<file path="config.mk">
export PLATFORM = sky130hd
export DESIGN_NAME = adaptive_replacement_cache_core
export DESIGN_NICKNAME = d
export VERILOG_FILES = /design/src/rtl/arc_pkg.sv /design/src/rtl/arc_div.sv /design/src/rtl/adaptive_replacement_cache_core.sv
export VERILOG_INCLUDE_DIRS = /design/src /design/src/rtl
export SDC_FILE = /design/constraint.sdc
export NUM_CORES = 2
export LEC_CHECK = 0
export BUFFER_PORTS_ARGS = -buffer_cell sky130_fd_sc_hd__buf_4
export CORE_UTILIZATION = 45
export DETAILED_ROUTE_END_ITERATION = 16
export PLACE_DENSITY_LB_ADDON = 0.3
export SETUP_SLACK_MARGIN = 0.5
export SLEW_MARGIN = 20
export SYNTH_ARGS = -nofsm -noshare
export SYNTH_HDL_FRONTEND = slang
export SYNTH_SLANG_ARGS = --single-unit
</file>
<file path="constraint.sdc">
create_clock -name clk -period 15.4 [get_ports clk]
set_input_delay 2.31 -clock clk [delete_from_list [all_inputs] [get_ports clk]]
set_output_delay 2.31 -clock clk [all_outputs]
set_load 0.005 [all_outputs]
</file>
<file path="src/rtl/adaptive_replacement_cache_core_macros.svh">
// Assertion macros for the ARC core.
`ifndef ADAPTIVE_REPLACEMENT_CACHE_CORE_MACROS_SVH
`define ADAPTIVE_REPLACEMENT_CACHE_CORE_MACROS_SVH
`ifndef SYNTHESIS
`define ARC_ASSERT(lbl, expr) \
  lbl: assert property (@(posedge clk) disable iff (!rst_n) (expr)) \
    else $error("arc assertion failed");
`define ARC_ASSERT_NEXT(lbl, ante, cons) \
  lbl: assert property (@(posedge clk) disable iff (!rst_n) (ante) |=> (cons)) \
    else $error("arc assertion failed");
`else
`define ARC_ASSERT(lbl, expr)
`define ARC_ASSERT_NEXT(lbl, ante, cons)
`endif
`endif

</file>
<file path="src/rtl/arc_pkg.sv">
package arc_pkg;

  localparam int CAPACITY_MAX_DEF = 16;
  localparam int SLOT_COUNT_DEF   = 32;
  localparam int CAP_W            = 5;

  // List codes held per slot
  localparam logic [2:0] LST_EMPTY = 3'd0;
  localparam logic [2:0] LST_T1    = 3'd1;
  localparam logic [2:0] LST_T2    = 3'd2;
  localparam logic [2:0] LST_B1    = 3'd3;
  localparam logic [2:0] LST_B2    = 3'd4;

  localparam logic CMD_GET = 1'b0;
  localparam logic CMD_PUT = 1'b1;

  typedef struct packed {
    logic               cmd;
    logic [31:0]        key;
    logic signed [31:0] write_value;
  } in_t;

  typedef struct packed {
    logic               hit;
    logic signed [31:0] read_value;
  } out_t;

  typedef enum logic [3:0] {
    ST_IDLE,
    ST_SCAN,
    ST_SCAN_END,
    ST_RDVAL,
    ST_DECIDE,
    ST_DIV,
    ST_ADAPT,
    ST_DROP,
    ST_REPL_DET,
    ST_REPL_PUSH,
    ST_SELF_DET,
    ST_PUSH,
    ST_FIN
  } state_t;

endpackage

</file>
<file path="src/rtl/arc_div.sv">
module arc_div #(
  parameter int W = 6
) (
  input  logic         clk,
  input  logic         rst_n,
  input  logic         start,
  input  logic [W-1:0] dividend,
  input  logic [W-1:0] divisor,
  output logic         done,
  output logic [W-1:0] quotient
);

  localparam int NW = $clog2(W + 1);

  logic [W:0]    rem_r, rem_nxt;
  logic [W-1:0]  quo_r, quo_nxt;
  logic [W-1:0]  dvs_r;
  logic [NW-1:0] cnt_r, cnt_nxt;
  logic          done_r, done_nxt;
  logic [W:0]    shifted;

  // One quotient bit per cycle, restoring form
  always_comb begin
    shifted  = {rem_r[W-1:0], quo_r[W-1]};
    rem_nxt  = rem_r;
    quo_nxt  = quo_r;
    cnt_nxt  = cnt_r;
    done_nxt = 1'b0;
    if (cnt_r != '0) begin
      if (shifted >= {1'b0, dvs_r}) begin
        rem_nxt = shifted - {1'b0, dvs_r};
        quo_nxt = {quo_r[W-2:0], 1'b1};
      end else begin
        rem_nxt = shifted;
        quo_nxt = {quo_r[W-2:0], 1'b0};
      end
      cnt_nxt  = cnt_r - 1'b1;
      done_nxt = (cnt_r == NW'(1));
    end
  end

  always_ff @(posedge clk) begin
    if (!rst_n) begin
      cnt_r  <= '0;
      done_r <= 1'b0;
    end else if (start) begin
      cnt_r  <= NW'(W);
      done_r <= 1'b0;
    end else begin
      cnt_r  <= cnt_nxt;
      done_r <= done_nxt;
    end
  end

  always_ff @(posedge clk) begin
    if (start) begin
      rem_r <= '0;
      quo_r <= dividend;
      dvs_r <= divisor;
    end else begin
      rem_r <= rem_nxt;
      quo_r <= quo_nxt;
    end
  end

  assign done     = done_r;
  assign quotient = quo_r;

endmodule

</file>
<file path="src/rtl/adaptive_replacement_cache_core.sv">
// Channel  Direction  Handshake            Payload
// in       input      in_valid / in_stall  arc_pkg::in_t  (cmd, key, write_value)
// out      output     out_valid/out_stall  arc_pkg::out_t (hit, read_value)
// cfg      input      cfg_we               cfg_data = capacity
// From acceptance to the output register the path is shortest on a get miss, longer on a
// resident hit or on a miss that drops and replaces, and longest on a ghost hit: the key
// scan reads the key memory one slot a cycle and the ghost quotient takes one bit a cycle.
// The block returns to idle before the next acceptance.
// One item is in flight at a time; in_stall is high from acceptance until its
// result enters the output register, which then waits for out_stall to drop.
// Reset is synchronous: all lists empty, p cleared, capacity 16. No clearing pass.
`include "adaptive_replacement_cache_core_macros.svh"

module adaptive_replacement_cache_core #(
  parameter int CAPACITY_MAX = arc_pkg::CAPACITY_MAX_DEF,
  parameter int SLOT_COUNT   = arc_pkg::SLOT_COUNT_DEF
) (
  input  logic                      clk,
  input  logic                      rst_n,
  input  logic                      in_valid,
  output logic                      in_stall,
  input  arc_pkg::in_t              in_data,
  output logic                      out_valid,
  input  logic                      out_stall,
  output arc_pkg::out_t             out_data,
  input  logic                      cfg_we,
  input  logic [arc_pkg::CAP_W-1:0] cfg_data
);

  localparam int IW = $clog2(SLOT_COUNT);
  localparam int CW = $clog2(SLOT_COUNT + 1);
  localparam int PW = $clog2(CAPACITY_MAX + 1);
  localparam int SW = CW + 2;
  localparam int CAPACITY_MAX_RESET = 16;

  // Per-slot state: key and value in memories, list and rank in flops
  logic [31:0]   key_mem [SLOT_COUNT];
  logic [31:0]   val_mem [SLOT_COUNT];
  logic [2:0]    list_r  [SLOT_COUNT];
  logic [2:0]    list_nxt[SLOT_COUNT];
  logic [IW-1:0] rank_r  [SLOT_COUNT];
  logic [IW-1:0] rank_nxt[SLOT_COUNT];
  logic [CW-1:0] counts_r  [4];
  logic [CW-1:0] counts_nxt[4];

  arc_pkg::state_t state_r, state_nxt;
  arc_pkg::in_t    in_q_r;
  arc_pkg::out_t   out_data_r;
  logic            out_valid_r;

  logic [arc_pkg::CAP_W-1:0] cap_r;
  logic [PW-1:0]             cap_eff;
  logic [PW-1:0]             p_r;

  logic [IW-1:0] scan_cnt_r, cmp_idx_r, s_r;
  logic          cmp_v_r, found_r;
  logic [31:0]   key_q_r, val_q_r, wval_r;
  logic          res_r, ghost_r, ghost_b2_r, hit_r;
  logic [31:0]   rv_r;
  logic          do_repl_r;
  logic [2:0]    drop_lst_r, to_lst_r;
  logic [IW-1:0] tail_r;

  // Shared datapath controls
  logic          det_en, push_en;
  logic [IW-1:0] det_slot, push_slot;
  logic [2:0]    push_lst;
  logic [2:0]    det_l;
  logic [IW-1:0] det_rank;
  logic          mem_we;

  logic [2:0]    tail_lst;
  logic [CW-1:0] tail_n;
  logic          tail_ok;
  logic [IW-1:0] tail_idx;
  logic          free_ok;
  logic [IW-1:0] free_idx;
  logic [2:0]    rep_from;

  logic [2:0]    s_lst;
  logic          dec_res, dec_ghost;
  logic [SW-1:0] c_w, t1_w, t1b1_w, all_w;
  logic          m_drop, m_repl;
  logic [2:0]    m_drop_lst;

  logic          div_start, div_done, div_b2;
  logic [CW-1:0] div_a, div_b, div_q, delta;
  logic [SW-1:0] p_sum;
  logic [PW-1:0] p_new;

  logic in_acc, out_take, out_load;

  assign in_acc   = in_valid && !in_stall;
  assign out_take = out_valid_r && !out_stall;
  assign in_stall = (state_r != arc_pkg::ST_IDLE);

  // Effective capacity: zero reads as one, clip at the maximum
  always_comb begin
    if (cap_r == '0) begin
      cap_eff = PW'(1);
    end else if (32'(cap_r) > CAPACITY_MAX) begin
      cap_eff = PW'(CAPACITY_MAX);
    end else begin
      cap_eff = PW'(cap_r);
    end
  end

  assign c_w    = SW'(cap_eff);
  assign t1_w   = SW'(counts_r[0]);
  assign t1b1_w = SW'(counts_r[0]) + SW'(counts_r[2]);
  assign all_w  = t1b1_w + SW'(counts_r[1]) + SW'(counts_r[3]);

  // Classify the scanned entry
  assign s_lst     = list_r[s_r];
  assign dec_res   = found_r && (s_lst == arc_pkg::LST_T1 || s_lst == arc_pkg::LST_T2);
  assign dec_ghost = found_r && (s_lst == arc_pkg::LST_B1 || s_lst == arc_pkg::LST_B2);

  // Miss path: trim against the L1 and L1+L2 limits
  always_comb begin
    m_drop     = 1'b0;
    m_repl     = 1'b0;
    m_drop_lst = arc_pkg::LST_B1;
    if (t1b1_w == c_w) begin
      m_drop = 1'b1;
      if (t1_w < c_w) begin
        m_drop_lst = arc_pkg::LST_B1;
        m_repl     = 1'b1;
      end else begin
        m_drop_lst = arc_pkg::LST_T1;
      end
    end else if (t1b1_w < c_w && all_w >= c_w) begin
      m_repl = 1'b1;
      if (all_w == (c_w << 1)) begin
        m_drop     = 1'b1;
        m_drop_lst = arc_pkg::LST_B2;
      end
    end
  end

  // REPLACE picks the list to trim from the current counts and p
  always_comb begin
    if (counts_r[0] != '0 &&
        ((ghost_r && ghost_b2_r && t1_w == SW'(p_r)) || t1_w > SW'(p_r))) begin
      rep_from = arc_pkg::LST_T1;
    end else begin
      rep_from = arc_pkg::LST_T2;
    end
  end

  // Tail search: the one slot of the list whose rank is count - 1
  assign tail_lst = (state_r == arc_pkg::ST_DROP) ? drop_lst_r : rep_from;
  assign tail_n   = counts_r[2'(tail_lst - 3'd1)];

  always_comb begin
    tail_ok  = 1'b0;
    tail_idx = '0;
    for (int i = 0; i < SLOT_COUNT; i++) begin
      if (tail_n != '0 && list_r[i] == tail_lst &&
          CW'(rank_r[i]) + CW'(1) == tail_n) begin
        tail_ok  = 1'b1;
        tail_idx = tail_idx | IW'(i);
      end
    end
  end

  // Lowest empty slot for an install
  always_comb begin
    free_ok  = 1'b0;
    free_idx = '0;
    for (int i = SLOT_COUNT - 1; i >= 0; i--) begin
      if (list_r[i] == arc_pkg::LST_EMPTY) begin
        free_ok  = 1'b1;
        free_idx = IW'(i);
      end
    end
  end

  // Ghost adaptation: delta from the quotient of ghost counts, p saturates.
  // The divider loads its operands in DECIDE, before the ghost list is registered.
  assign div_b2 = (state_r == arc_pkg::ST_DECIDE) ? (s_lst == arc_pkg::LST_B2) : ghost_b2_r;
  assign div_a  = div_b2 ? counts_r[2] : counts_r[3];
  assign div_b  = div_b2 ? counts_r[3] : counts_r[2];

  arc_div #(.W(CW)) u_div (
    .clk      (clk),
    .rst_n    (rst_n),
    .start    (div_start),
    .dividend (div_a),
    .divisor  (div_b),
    .done     (div_done),
    .quotient (div_q)
  );

  assign delta = (div_b == '0 || div_q == '0) ? CW'(1) : div_q;
  assign p_sum = SW'(p_r) + SW'(delta);

  always_comb begin
    if (!ghost_b2_r) begin
      p_new = (p_sum > c_w) ? cap_eff : PW'(p_sum);
    end else if (SW'(p_r) >= SW'(delta)) begin
      p_new = PW'(SW'(p_r) - SW'(delta));
    end else begin
      p_new = '0;
    end
  end

  // Next state
  always_comb begin
    state_nxt = state_r;
    case (state_r)
      arc_pkg::ST_IDLE: begin
        if (in_acc) state_nxt = arc_pkg::ST_SCAN;
      end
      arc_pkg::ST_SCAN: begin
        if (scan_cnt_r == IW'(SLOT_COUNT - 1)) state_nxt = arc_pkg::ST_SCAN_END;
      end
      arc_pkg::ST_SCAN_END: state_nxt = arc_pkg::ST_RDVAL;
      arc_pkg::ST_RDVAL:    state_nxt = arc_pkg::ST_DECIDE;
      arc_pkg::ST_DECIDE: begin
        if (in_q_r.cmd == arc_pkg::CMD_GET && !found_r) begin
          state_nxt = arc_pkg::ST_FIN;
        end else if (dec_res) begin
          state_nxt = arc_pkg::ST_SELF_DET;
        end else if (dec_ghost) begin
          state_nxt = arc_pkg::ST_DIV;
        end else if (m_drop) begin
          state_nxt = arc_pkg::ST_DROP;
        end else if (m_repl) begin
          state_nxt = arc_pkg::ST_REPL_DET;
        end else begin
          state_nxt = arc_pkg::ST_PUSH;
        end
      end
      arc_pkg::ST_DIV: begin
        if (div_done) state_nxt = arc_pkg::ST_ADAPT;
      end
      arc_pkg::ST_ADAPT: state_nxt = arc_pkg::ST_REPL_DET;
      arc_pkg::ST_DROP: begin
        state_nxt = do_repl_r ? arc_pkg::ST_REPL_DET : arc_pkg::ST_PUSH;
      end
      arc_pkg::ST_REPL_DET: begin
        if (tail_ok) begin
          state_nxt = arc_pkg::ST_REPL_PUSH;
        end else begin
          state_nxt = ghost_r ? arc_pkg::ST_SELF_DET : arc_pkg::ST_PUSH;
        end
      end
      arc_pkg::ST_REPL_PUSH: begin
        state_nxt = ghost_r ? arc_pkg::ST_SELF_DET : arc_pkg::ST_PUSH;
      end
      arc_pkg::ST_SELF_DET: state_nxt = arc_pkg::ST_PUSH;
      arc_pkg::ST_PUSH:     state_nxt = arc_pkg::ST_FIN;
      arc_pkg::ST_FIN: begin
        if (!out_valid_r || !out_stall) state_nxt = arc_pkg::ST_IDLE;
      end
      default: state_nxt = arc_pkg::ST_IDLE;
    endcase
  end

  // Datapath controls per state
  always_comb begin
    det_en    = 1'b0;
    det_slot  = s_r;
    push_en   = 1'b0;
    push_slot = s_r;
    push_lst  = arc_pkg::LST_T2;
    mem_we    = 1'b0;
    div_start = 1'b0;
    out_load  = 1'b0;
    case (state_r)
      arc_pkg::ST_DECIDE: begin
        div_start = dec_ghost;
      end
      arc_pkg::ST_DROP, arc_pkg::ST_REPL_DET: begin
        det_en   = tail_ok;
        det_slot = tail_idx;
      end
      arc_pkg::ST_REPL_PUSH: begin
        push_en   = 1'b1;
        push_slot = tail_r;
        push_lst  = to_lst_r;
      end
      arc_pkg::ST_SELF_DET: begin
        det_en = 1'b1;
      end
      arc_pkg::ST_PUSH: begin
        push_slot = res_r ? s_r : free_idx;
        push_en   = res_r || free_ok;
        push_lst  = (res_r || ghost_r) ? arc_pkg::LST_T2 : arc_pkg::LST_T1;
        mem_we    = push_en;
      end
      arc_pkg::ST_FIN: begin
        out_load = !out_valid_r || !out_stall;
      end
      default: begin
        det_en = 1'b0;
      end
    endcase
  end

  // Detach closes the gap behind the slot; push shifts the list down a rank
  assign det_l    = list_r[det_slot];
  assign det_rank = rank_r[det_slot];

  always_comb begin
    list_nxt   = list_r;
    rank_nxt   = rank_r;
    counts_nxt = counts_r;
    if (det_en && det_l != arc_pkg::LST_EMPTY && det_l <= arc_pkg::LST_B2) begin
      for (int i = 0; i < SLOT_COUNT; i++) begin
        if (list_r[i] == det_l && rank_r[i] > det_rank) begin
          rank_nxt[i] = rank_r[i] - 1'b1;
        end
      end
      if (counts_r[2'(det_l - 3'd1)] != '0) begin
        counts_nxt[2'(det_l - 3'd1)] = counts_r[2'(det_l - 3'd1)] - 1'b1;
      end
      list_nxt[det_slot] = arc_pkg::LST_EMPTY;
      rank_nxt[det_slot] = '0;
    end
    if (push_en) begin
      for (int i = 0; i < SLOT_COUNT; i++) begin
        if (list_r[i] == push_lst) rank_nxt[i] = rank_r[i] + 1'b1;
      end
      list_nxt[push_slot] = push_lst;
      rank_nxt[push_slot] = '0;
      counts_nxt[2'(push_lst - 3'd1)] = counts_r[2'(push_lst - 3'd1)] + 1'b1;
    end
  end

  // Control and list state
  always_ff @(posedge clk) begin
    if (!rst_n) begin
      state_r     <= arc_pkg::ST_IDLE;
      out_valid_r <= 1'b0;
      cap_r       <= arc_pkg::CAP_W'(CAPACITY_MAX_RESET);
      p_r         <= '0;
      found_r     <= 1'b0;
      cmp_v_r     <= 1'b0;
      scan_cnt_r  <= '0;
      for (int i = 0; i < SLOT_COUNT; i++) begin
        list_r[i] <= arc_pkg::LST_EMPTY;
        rank_r[i] <= '0;
      end
      for (int j = 0; j < 4; j++) counts_r[j] <= '0;
    end else begin
      state_r <= state_nxt;
      if (out_load) begin
        out_valid_r <= 1'b1;
      end else if (out_take) begin
        out_valid_r <= 1'b0;
      end
      cmp_v_r <= (state_r == arc_pkg::ST_SCAN);
      if (in_acc) begin
        found_r    <= 1'b0;
        scan_cnt_r <= '0;
      end else if (state_r == arc_pkg::ST_SCAN) begin
        scan_cnt_r <= scan_cnt_r + 1'b1;
      end
      // Keep the first occupied slot whose key matches
      if (cmp_v_r && !found_r && list_r[cmp_idx_r] != arc_pkg::LST_EMPTY &&
          key_q_r == in_q_r.key) begin
        found_r <= 1'b1;
      end
      if (cfg_we) begin
        // Capacity change empties every list and clears p
        cap_r <= cfg_data;
        p_r   <= '0;
        for (int i = 0; i < SLOT_COUNT; i++) begin
          list_r[i] <= arc_pkg::LST_EMPTY;
          rank_r[i] <= '0;
        end
        for (int j = 0; j < 4; j++) counts_r[j] <= '0;
      end else begin
        if (state_r == arc_pkg::ST_ADAPT) p_r <= p_new;
        list_r   <= list_nxt;
        rank_r   <= rank_nxt;
        counts_r <= counts_nxt;
      end
    end
  end

  // Payload and working registers
  always_ff @(posedge clk) begin
    if (in_acc) in_q_r <= in_data;
    cmp_idx_r <= scan_cnt_r;
    if (cmp_v_r && !found_r && list_r[cmp_idx_r] != arc_pkg::LST_EMPTY &&
        key_q_r == in_q_r.key) begin
      s_r <= cmp_idx_r;
    end
    if (state_r == arc_pkg::ST_DECIDE) begin
      res_r      <= dec_res;
      ghost_r    <= dec_ghost;
      ghost_b2_r <= (s_lst == arc_pkg::LST_B2);
      hit_r      <= dec_res;
      do_repl_r  <= m_repl;
      drop_lst_r <= m_drop_lst;
      if (in_q_r.cmd == arc_pkg::CMD_GET && dec_res) begin
        rv_r   <= val_q_r;
        wval_r <= val_q_r;
      end else begin
        rv_r   <= '0;
        wval_r <= in_q_r.write_value;
      end
    end
    if (state_r == arc_pkg::ST_REPL_DET) begin
      tail_r   <= tail_idx;
      to_lst_r <= rep_from + 3'd2;
    end
    if (out_load) begin
      out_data_r.hit        <= hit_r;
      out_data_r.read_value <= rv_r;
    end
  end

  // Key and value memories: one write port, one registered read each
  always_ff @(posedge clk) begin
    if (mem_we) begin
      key_mem[push_slot] <= in_q_r.key;
      val_mem[push_slot] <= wval_r;
    end
    key_q_r <= key_mem[scan_cnt_r];
    val_q_r <= val_mem[s_r];
  end

  assign out_valid = out_valid_r;
  assign out_data  = out_data_r;

  `ARC_ASSERT(a_p_within_cap, p_r <= cap_eff)
  `ARC_ASSERT(a_div_only_in_div, !div_done || state_r == arc_pkg::ST_DIV)
  `ARC_ASSERT_NEXT(a_accept_starts_scan, in_acc && !cfg_we, state_r == arc_pkg::ST_SCAN)

endmodule

</file>
* Yosys cells after proc, flatten, opt, wreduce, memory -nomap -nowiden *
Memories as Yosys holds them, arrays and structs flattened. A register that Yosys moved wholly into a read port is not among the register bits.
Index checks and enable logic that the tools add are counted.

operators by class
  add/subtract/negate cells = 110
  $mul = 0
  divide/modulo/power cells = 0
  $lt $le $gt $ge = 52
  eq/ne operators = 160
  shift operators = 0
  muxes and demuxes = 419
  bitwise operators = 14
  reduce and logical (&&, ||, !) cells = 172

operators by type and width
  cell                   number
  $mux W5                201
  $mux W160              4
  $mux W96               4
  $and A160 B160 Y160    2
  $not A160 Y160         2
  $eq A3 B3 Y1           96
  $add A5 B1 Y6 const B  32
  $eq A6 B6 Y1           32
  $add A5 B1 Y5 const B  33
  $gt A5 B5 Y1           32
  $sub A5 B1 Y5 const B  32
  $mux W24               6
  $mux W4                36
  $mux W32               4
  $logic_and A1 B1 Y1    115
  $and A96 B96 Y96       1
  $bwmux W96             1
  $logic_not A3 Y1       32
  $mux W1                96
  $mux W6                16
  $not A96 Y96           1
  $mux W3                23
  $pmux W4 S13           1
  $demux W5 S5           2
  63 further kinds       123

word-level totals
  register bits after elaboration = 511
  latch bits = 0
  bits in writable memories = 2048
  memory bits (read-only) = 0
  input port bits = 75
  output and inout bits = 35
  word-level logic and storage cells = 1025
  memories = 2

memory list
  memory   depth  width  read ports  clocked after Yosys merged registers in  write ports  RTL line                               source
  key_mem  32     32     1           1                                        1            adaptive_replacement_cache_core.sv:37  logic [31:0] key_mem [SLOT_COUNT];
  val_mem  32     32     1           1                                        1            adaptive_replacement_cache_core.sv:38  logic [31:0] val_mem [SLOT_COUNT];

* Depth between registers and ports, before layout *
  depth after elaboration = 64
  mapped depth = 41
  mapped depth without buffers = 31

* By module *
Synthesis repeated with hierarchy kept, for this count alone.

unflattened totals
  cell total of the unflattened synthesis = 8577
  area, all modules = 124124.0 um^2

modules (own cells, without submodules)
  module                           instances  cells an instance  area an instance (um^2)
  adaptive_replacement_cache_core  1          8474               123005.5
  arc_div                          1          103                1118.6

* Worst setup path after synthesis *
No wires, ideal clock.

  path type = register to register
  start point = register state_r[1]
  end point = register p_r[3]
  setup time = 0.065 ns
  arrival time = 10.467 ns
  data required time = 15.335 ns
  slack = 4.868 ns
  cell stages (with the launch flop) = 25
  clock period less this slack = 10.532 ns
  cell sequence = dfxtp_1 -> buf_4 -> clkinv_1 -> nand2_1 -> nor3_1 -> mux2_2 -> clkbuf_1 -> o21ai_0 -> or4_1 -> o21ai_0 -> inv_1 -> fa_1 -> ha_1 -> nor2b_1 -> o21a_1 -> o21ai_0 -> nand2b_1 -> a21oi_1 -> a31oi_1 -> or3_1 -> clkbuf_1 -> and2_1 -> o32ai_1 -> a22oi_1 -> nor2b_1

on the way
  cells in the longest elaborated chain, start to end = 15
  elaborated cells on any way between the ends = 21
  those cells by class = 2 x add/sub; 2 x order compare; 3 x eq/ne; 12 x mux; 2 x reduce/logical

ends and longest elaborated chain
  element                                         RTL line                                                                        source
  from (decl)                                     adaptive_replacement_cache_core.sv:46                                           arc_pkg::state_t state_r, state_nxt;
  from (signal assigned)                          adaptive_replacement_cache_core.sv:334                                          state_r <= arc_pkg::ST_IDLE;
  from (signal assigned)                          adaptive_replacement_cache_core.sv:347                                          state_r <= state_nxt;
  $eq A4 B3 Y1 *                                  adaptive_replacement_cache_core.sv:180                                          assign div_b2 = (state_r == arc_pkg::ST_DECIDE) ? (s_lst == arc_pkg::LST_B2) : ghost_b2_r;
  $mux W1 *                                       --
  $mux W6 *                                       adaptive_replacement_cache_core.sv:182                                          assign div_b = div_b2 ? counts_r[3] : counts_r[2];
  via div_b[0]                                    adaptive_replacement_cache_core.sv:87                                           logic [CW-1:0] div_a, div_b, div_q, delta;
  $logic_not A6 Y1 *                              adaptive_replacement_cache_core.sv:194                                          assign delta = (div_b == '0 || div_q == '0) ? CW'(1) : div_q;
  $logic_or A1 B1 Y1 *                            adaptive_replacement_cache_core.sv:194
  $mux W6 *                                       adaptive_replacement_cache_core.sv:194
  $add A5 B6 Y7, or another cell as far along     adaptive_replacement_cache_core.sv:195                                          assign p_sum = SW'(p_r) + SW'(delta);
  $gt A7 B5 Y1 / $mux W5 (equally long branches)  adaptive_replacement_cache_core.sv:199, adaptive_replacement_cache_core.sv:200
  $mux W5 (on tied branches)                      adaptive_replacement_cache_core.sv:199, adaptive_replacement_cache_core.sv:198
  $mux W5 *                                       adaptive_replacement_cache_core.sv:198                                          if (!ghost_b2_r) begin
  $mux W5 *                                       adaptive_replacement_cache_core.sv:375                                          if (state_r == arc_pkg::ST_ADAPT) p_r <= p_new;
  $mux W5 *                                       adaptive_replacement_cache_core.sv:365                                          if (cfg_we) begin
  $mux W5 *                                       adaptive_replacement_cache_core.sv:333                                          if (!rst_n) begin
  $mux W5 *                                       adaptive_replacement_cache_core.sv:365
  $mux W5 *                                       adaptive_replacement_cache_core.sv:333
  to (signal assigned)                            adaptive_replacement_cache_core.sv:375
  to (decl)                                       adaptive_replacement_cache_core.sv:53                                           logic [PW-1:0] p_r;

Mark *: on every way through the listed nets, which the timed path passes. The rest lies on a longest branch. The select of a mux whose other input is x is not followed.
A chain may end at the register's enable or synchronous reset.

* Worst setup path after layout *
  start point = register counts_r[18] (netlist name)
  end point = register rank_r[89] (netlist name)

on the way
  cells in the longest elaborated chain, start to end = 62
  elaborated cells on any way between the ends = 237
  those cells by class = 1 x add/sub; 5 x order compare; 66 x eq/ne; 86 x mux; 5 x bitwise; 74 x reduce/logical

ends and longest elaborated chain
  element                                                RTL line                                source
  from (decl)                                            adaptive_replacement_cache_core.sv:43   logic [CW-1:0] counts_r [4];
  from (signal assigned)                                 adaptive_replacement_cache_core.sv:378  counts_r <= counts_nxt;
  branches (longest 55 deep; another with $gt A6 B5 Y1)  --
  $mux W160 *                                            adaptive_replacement_cache_core.sv:309  if (det_en && det_l != arc_pkg::LST_EMPTY && det_l <= arc_pkg::LST_B2) begin
  $mux W5                                                adaptive_replacement_cache_core.sv:323  if (list_r[i] == push_lst) rank_nxt[i] = rank_r[i] + 1'b1;
  $mux W5                                                adaptive_replacement_cache_core.sv:321  if (push_en) begin
  $and A160 B160 Y160 (no source line)                   --
  $mux W160 *                                            adaptive_replacement_cache_core.sv:321
  $mux W160 *                                            adaptive_replacement_cache_core.sv:365
  $mux W160 *                                            adaptive_replacement_cache_core.sv:333
  to (signal assigned)                                   adaptive_replacement_cache_core.sv:377  rank_r <= rank_nxt;
  to (decl)                                              adaptive_replacement_cache_core.sv:41   logic [IW-1:0] rank_r [SLOT_COUNT];

Mark *: on every way between the ends. The select of a mux whose other input is x is not followed.

==> out/qor.csv <==
stage,metric,value,unit
run_status,status,finished clean,
global_route,antenna_found_initial,21,
synthesis,synthesis.nets,8991,
setup_path,cp_max_fo,51,
global_route,grt.met1_usage,41.4,%
clock_network,cts_buffers,284,
setup_path,slowest_stage,a21oi_1,
clock_network,cts_hold_buf,0,
timing,fmax,81.0,MHz
setup_path,crit_required,16.19,ns
cells_and_area,area_growth,11.9,%
global_route,grt_max_degree,148,
global_route,met3_usage,6.01,%
clock_network,worstSkewPairLatency,0.97,ns
cells_and_area,n_fill_cell,22500,
floorplanning,io_pins,110,
placed_design,globalplace.congestion,1.07,
routing,routed_wl,436000,um
floorplanning,initial_core_util,45.3,%
timing,worstMarginPinSlew,1.35,ns
routing,drt_iter0_drc,11400,
placed_design,pre_cts_ws,4.04,ns
setup_path,endpoint_kind,flip-flop,
setup_path,worstSetupPathType,flip-flop to flip-flop,
cells_and_area,multi_input_area,46500,um^2
routing,via_per_inst,6.55,
global_route,grt_pass1_wl,609000,um
cells_and_area,drive_gt1_share,19.8,%
synthesis,avgSynthCellArea,14.4,um^2
floorplanning,die_h,527,um
clock_network,cts_buffer_depth,4,
timing,slew_headroom,9.61,%
floorplanning,die_w,527,um
timing,min_period_over_period,80.2,%
timing,slew_violations,0,
timing,finalSetupViolCount,0,
setup_path,crit_top_cell,a21oi_1,
synthesis,ys_ff_latch,2622,
global_route,grt.busiest_layer,met2,
routing,ant_nets,0,
cells_and_area,final_nets,9061,
synthesis,synth_warnings,0,
pwr,p_per_area,115,nW/um^2
pwr,leakagePower,0.0446,uW
timing,rsz0062_at_grt,false,
clock_network,clock-sinks,2622,
timing,hold_violations,0,
hold_path,hold_path_class,flip-flop to flip-flop,
synthesis,syn_area,124000,um^2
global_route,gr-usage-all-layers,30.9,%
floorplanning,row_count,192,
setup_path,cp_slowest_stage_delay,0.89,ns
setup_path,cp-start-kind,flip-flop,
synthesis,yosysSeqAreaShare,60.3,%
placed_design,port_buffers,109,
clock_network,post_cts_resized,0,
timing,min_period,12.35,ns
clock_network,cts_setup_buffers,0,
global_route,gr-total-overflow,0,
clock_network,root_buffer,clkbuf_16,
synthesis,synth_edf_count,2240,
synthesis,async_flop_share,0,%
flow_run,cap_violations,0,
setup_path,cp.arrival,13.14,ns
routing,first_pass_iters,8,
routing,post_drt_wl_per_cell,34.6,um
floorplanning,dieArea,278000,um^2
global_route,grt_use_met2,47.3,%
cells_and_area,seq_area,74900,um^2
cells_and_area,utilization,50.7,%
clock_network,path_clk_slew,0.06,ns
routing,drcViolationCount,0,
synthesis,syn_inst,8610,
synthesis,ys_types,120,
timing,setup_ws,3.05,ns
placed_design,hpwl,267000,um
timing,skew,0.121,ns
clock_network,cts_tree,built,
global_route,grt_pass1_vias,79100,
synthesis,synth-main-ff-cell,edfxtp_1,
routing,vias,82500,
timing,fin_tns_setup,0,ns
floorplanning,core_area,274000,um^2
pwr,vdd_drop_max,0.000131,V
clock_network,cts-htree-levels,5,
==> worst max-delay path: cells and delay by family, from the launching register on <==
family                     cells  cell delay (ns)
AOI/OAI and AO/OA             14             4.94
buffers and inverters          4             1.65
DFF                            1             0.49
and+or+nand+nor               12             4.33
adders and majority gates      2             0.69
==> final timing paths <==
path,start,to,slack (ns),cells after the start
setup reg to reg,counts_r[18]$_SDFF_PP0_,rank_r[89]$_SDFF_PP0_,3.05,32
hold / removal,rv_r[13]$_SDFFCE_PN0P_,out_data[13]$_DFFE_PP_,0.41,0
hold reg to reg,rv_r[13]$_SDFFCE_PN0P_,out_data[13]$_DFFE_PP_,0.41,0
setup / recovery,counts_r[18]$_SDFF_PP0_,rank_r[89]$_SDFF_PP0_,3.05,32
==> through the flow <==
stage | total power, uW | cells | area, um^2 | hold WS (ns)
final | 16000 | 12600 | 139000 | 0.415
after detailed placement | 9370 | 12100 | 130000 | 0.405
after global placement | 9340 | 12100 | 130000 | 0.405
after CTS | 16100 | 12600 | 139000 | 0.417
after floorplan | 8960 | 8610 | 124000 | 0.329
after global routing | 16500 | 12600 | 139000 | 0.422
==> cell families after synthesis <==
group	after synthesis	share of synthesized area (%)
compound gates	1318	7.08
xor+xnor	500	3.57
fa+ha+maj	306	3.15
buf+inv	799	2.62
flops	2622	60.3
mux	893	14.3
simple gates	2172	8.98
==> cells in the mapped netlist, types with 183 or more instances <==
| cell type | number | share of area (%) |
|---|---|---|
| a21oi_1 | 282 | 1.1 |
| a31oi_1 | 183 | 0.92 |
| clkbuf_1 | 407 | 1.2 |
| dfxtp_1 | 382 | 6.2 |
| edfxtp_1 | 2240 | 54 |
| ha_1 | 295 | 3.0 |
| inv_1 | 214 | 0.65 |
| mux4_2 | 692 | 13 |
| nand2_1 | 470 | 1.4 |
| nand3_1 | 243 | 0.98 |
| nor2_1 | 519 | 1.6 |
| o21ai_0 | 232 | 0.93 |
| xnor2_1 | 378 | 2.7 |
==> power breakdown <==
part           internal (uW)  leakage, uW  switching, uW
sequential              7910       0.0232            166
combinational            498       0.0169            648
clock                   3940      0.00449           2880
==> layout make-up <==
class / count / area share [%]
well taps: 3686 / 3.32
multi-input cells: 5189 / 33.5
clock inverters: 144 / 1.12
repair buffers: 365 / 2.08
diodes: 13 / 0.0234
clock buffers: 366 / 5.50
flip-flops and latches: 2622 / 53.9
inverters: 218 / 0.590
==> sequential cells by signal (all words and copies together) (netlist names), 6 cells and up <==
register        count
rv_r               32
u_div.rem_r         6
u_div.dvs_r         6
in_q_r             65
list_r             96
key_q_r            32
wval_r             32
out_data           33
counts_r           24
u_div.quotient      6
key_mem          1024
rank_r            160
val_q_r            32
val_mem          1024
==> per-layer routing <==
metal  vias up  wire length, um
met2      5112           196000
met1     42300           170000
li1      33800                -
met3      1256            42500
met4        16            28100
met5         -              101
==> placed cells by master, fill, tap and decap left out, types with 86 or more instances in the layout <==
master     instances
dfxtp_1          377
inv_1            213
o21ai_0          230
a21oi_1          279
nand3_1          243
edfxtp_1        2240
mux4_2           692
a31oi_1          182
xnor2_1          378
nor2b_1           91
nor3_1           172
and3_1           105
mux2i_1           86
buf_4            354
nand2_1          465
clkbuf_16        287
nor2_1           484
ha_1             295
xor2_1           118
mux2_2           115
No activity file was read; power rests on OpenSTA's default activity.
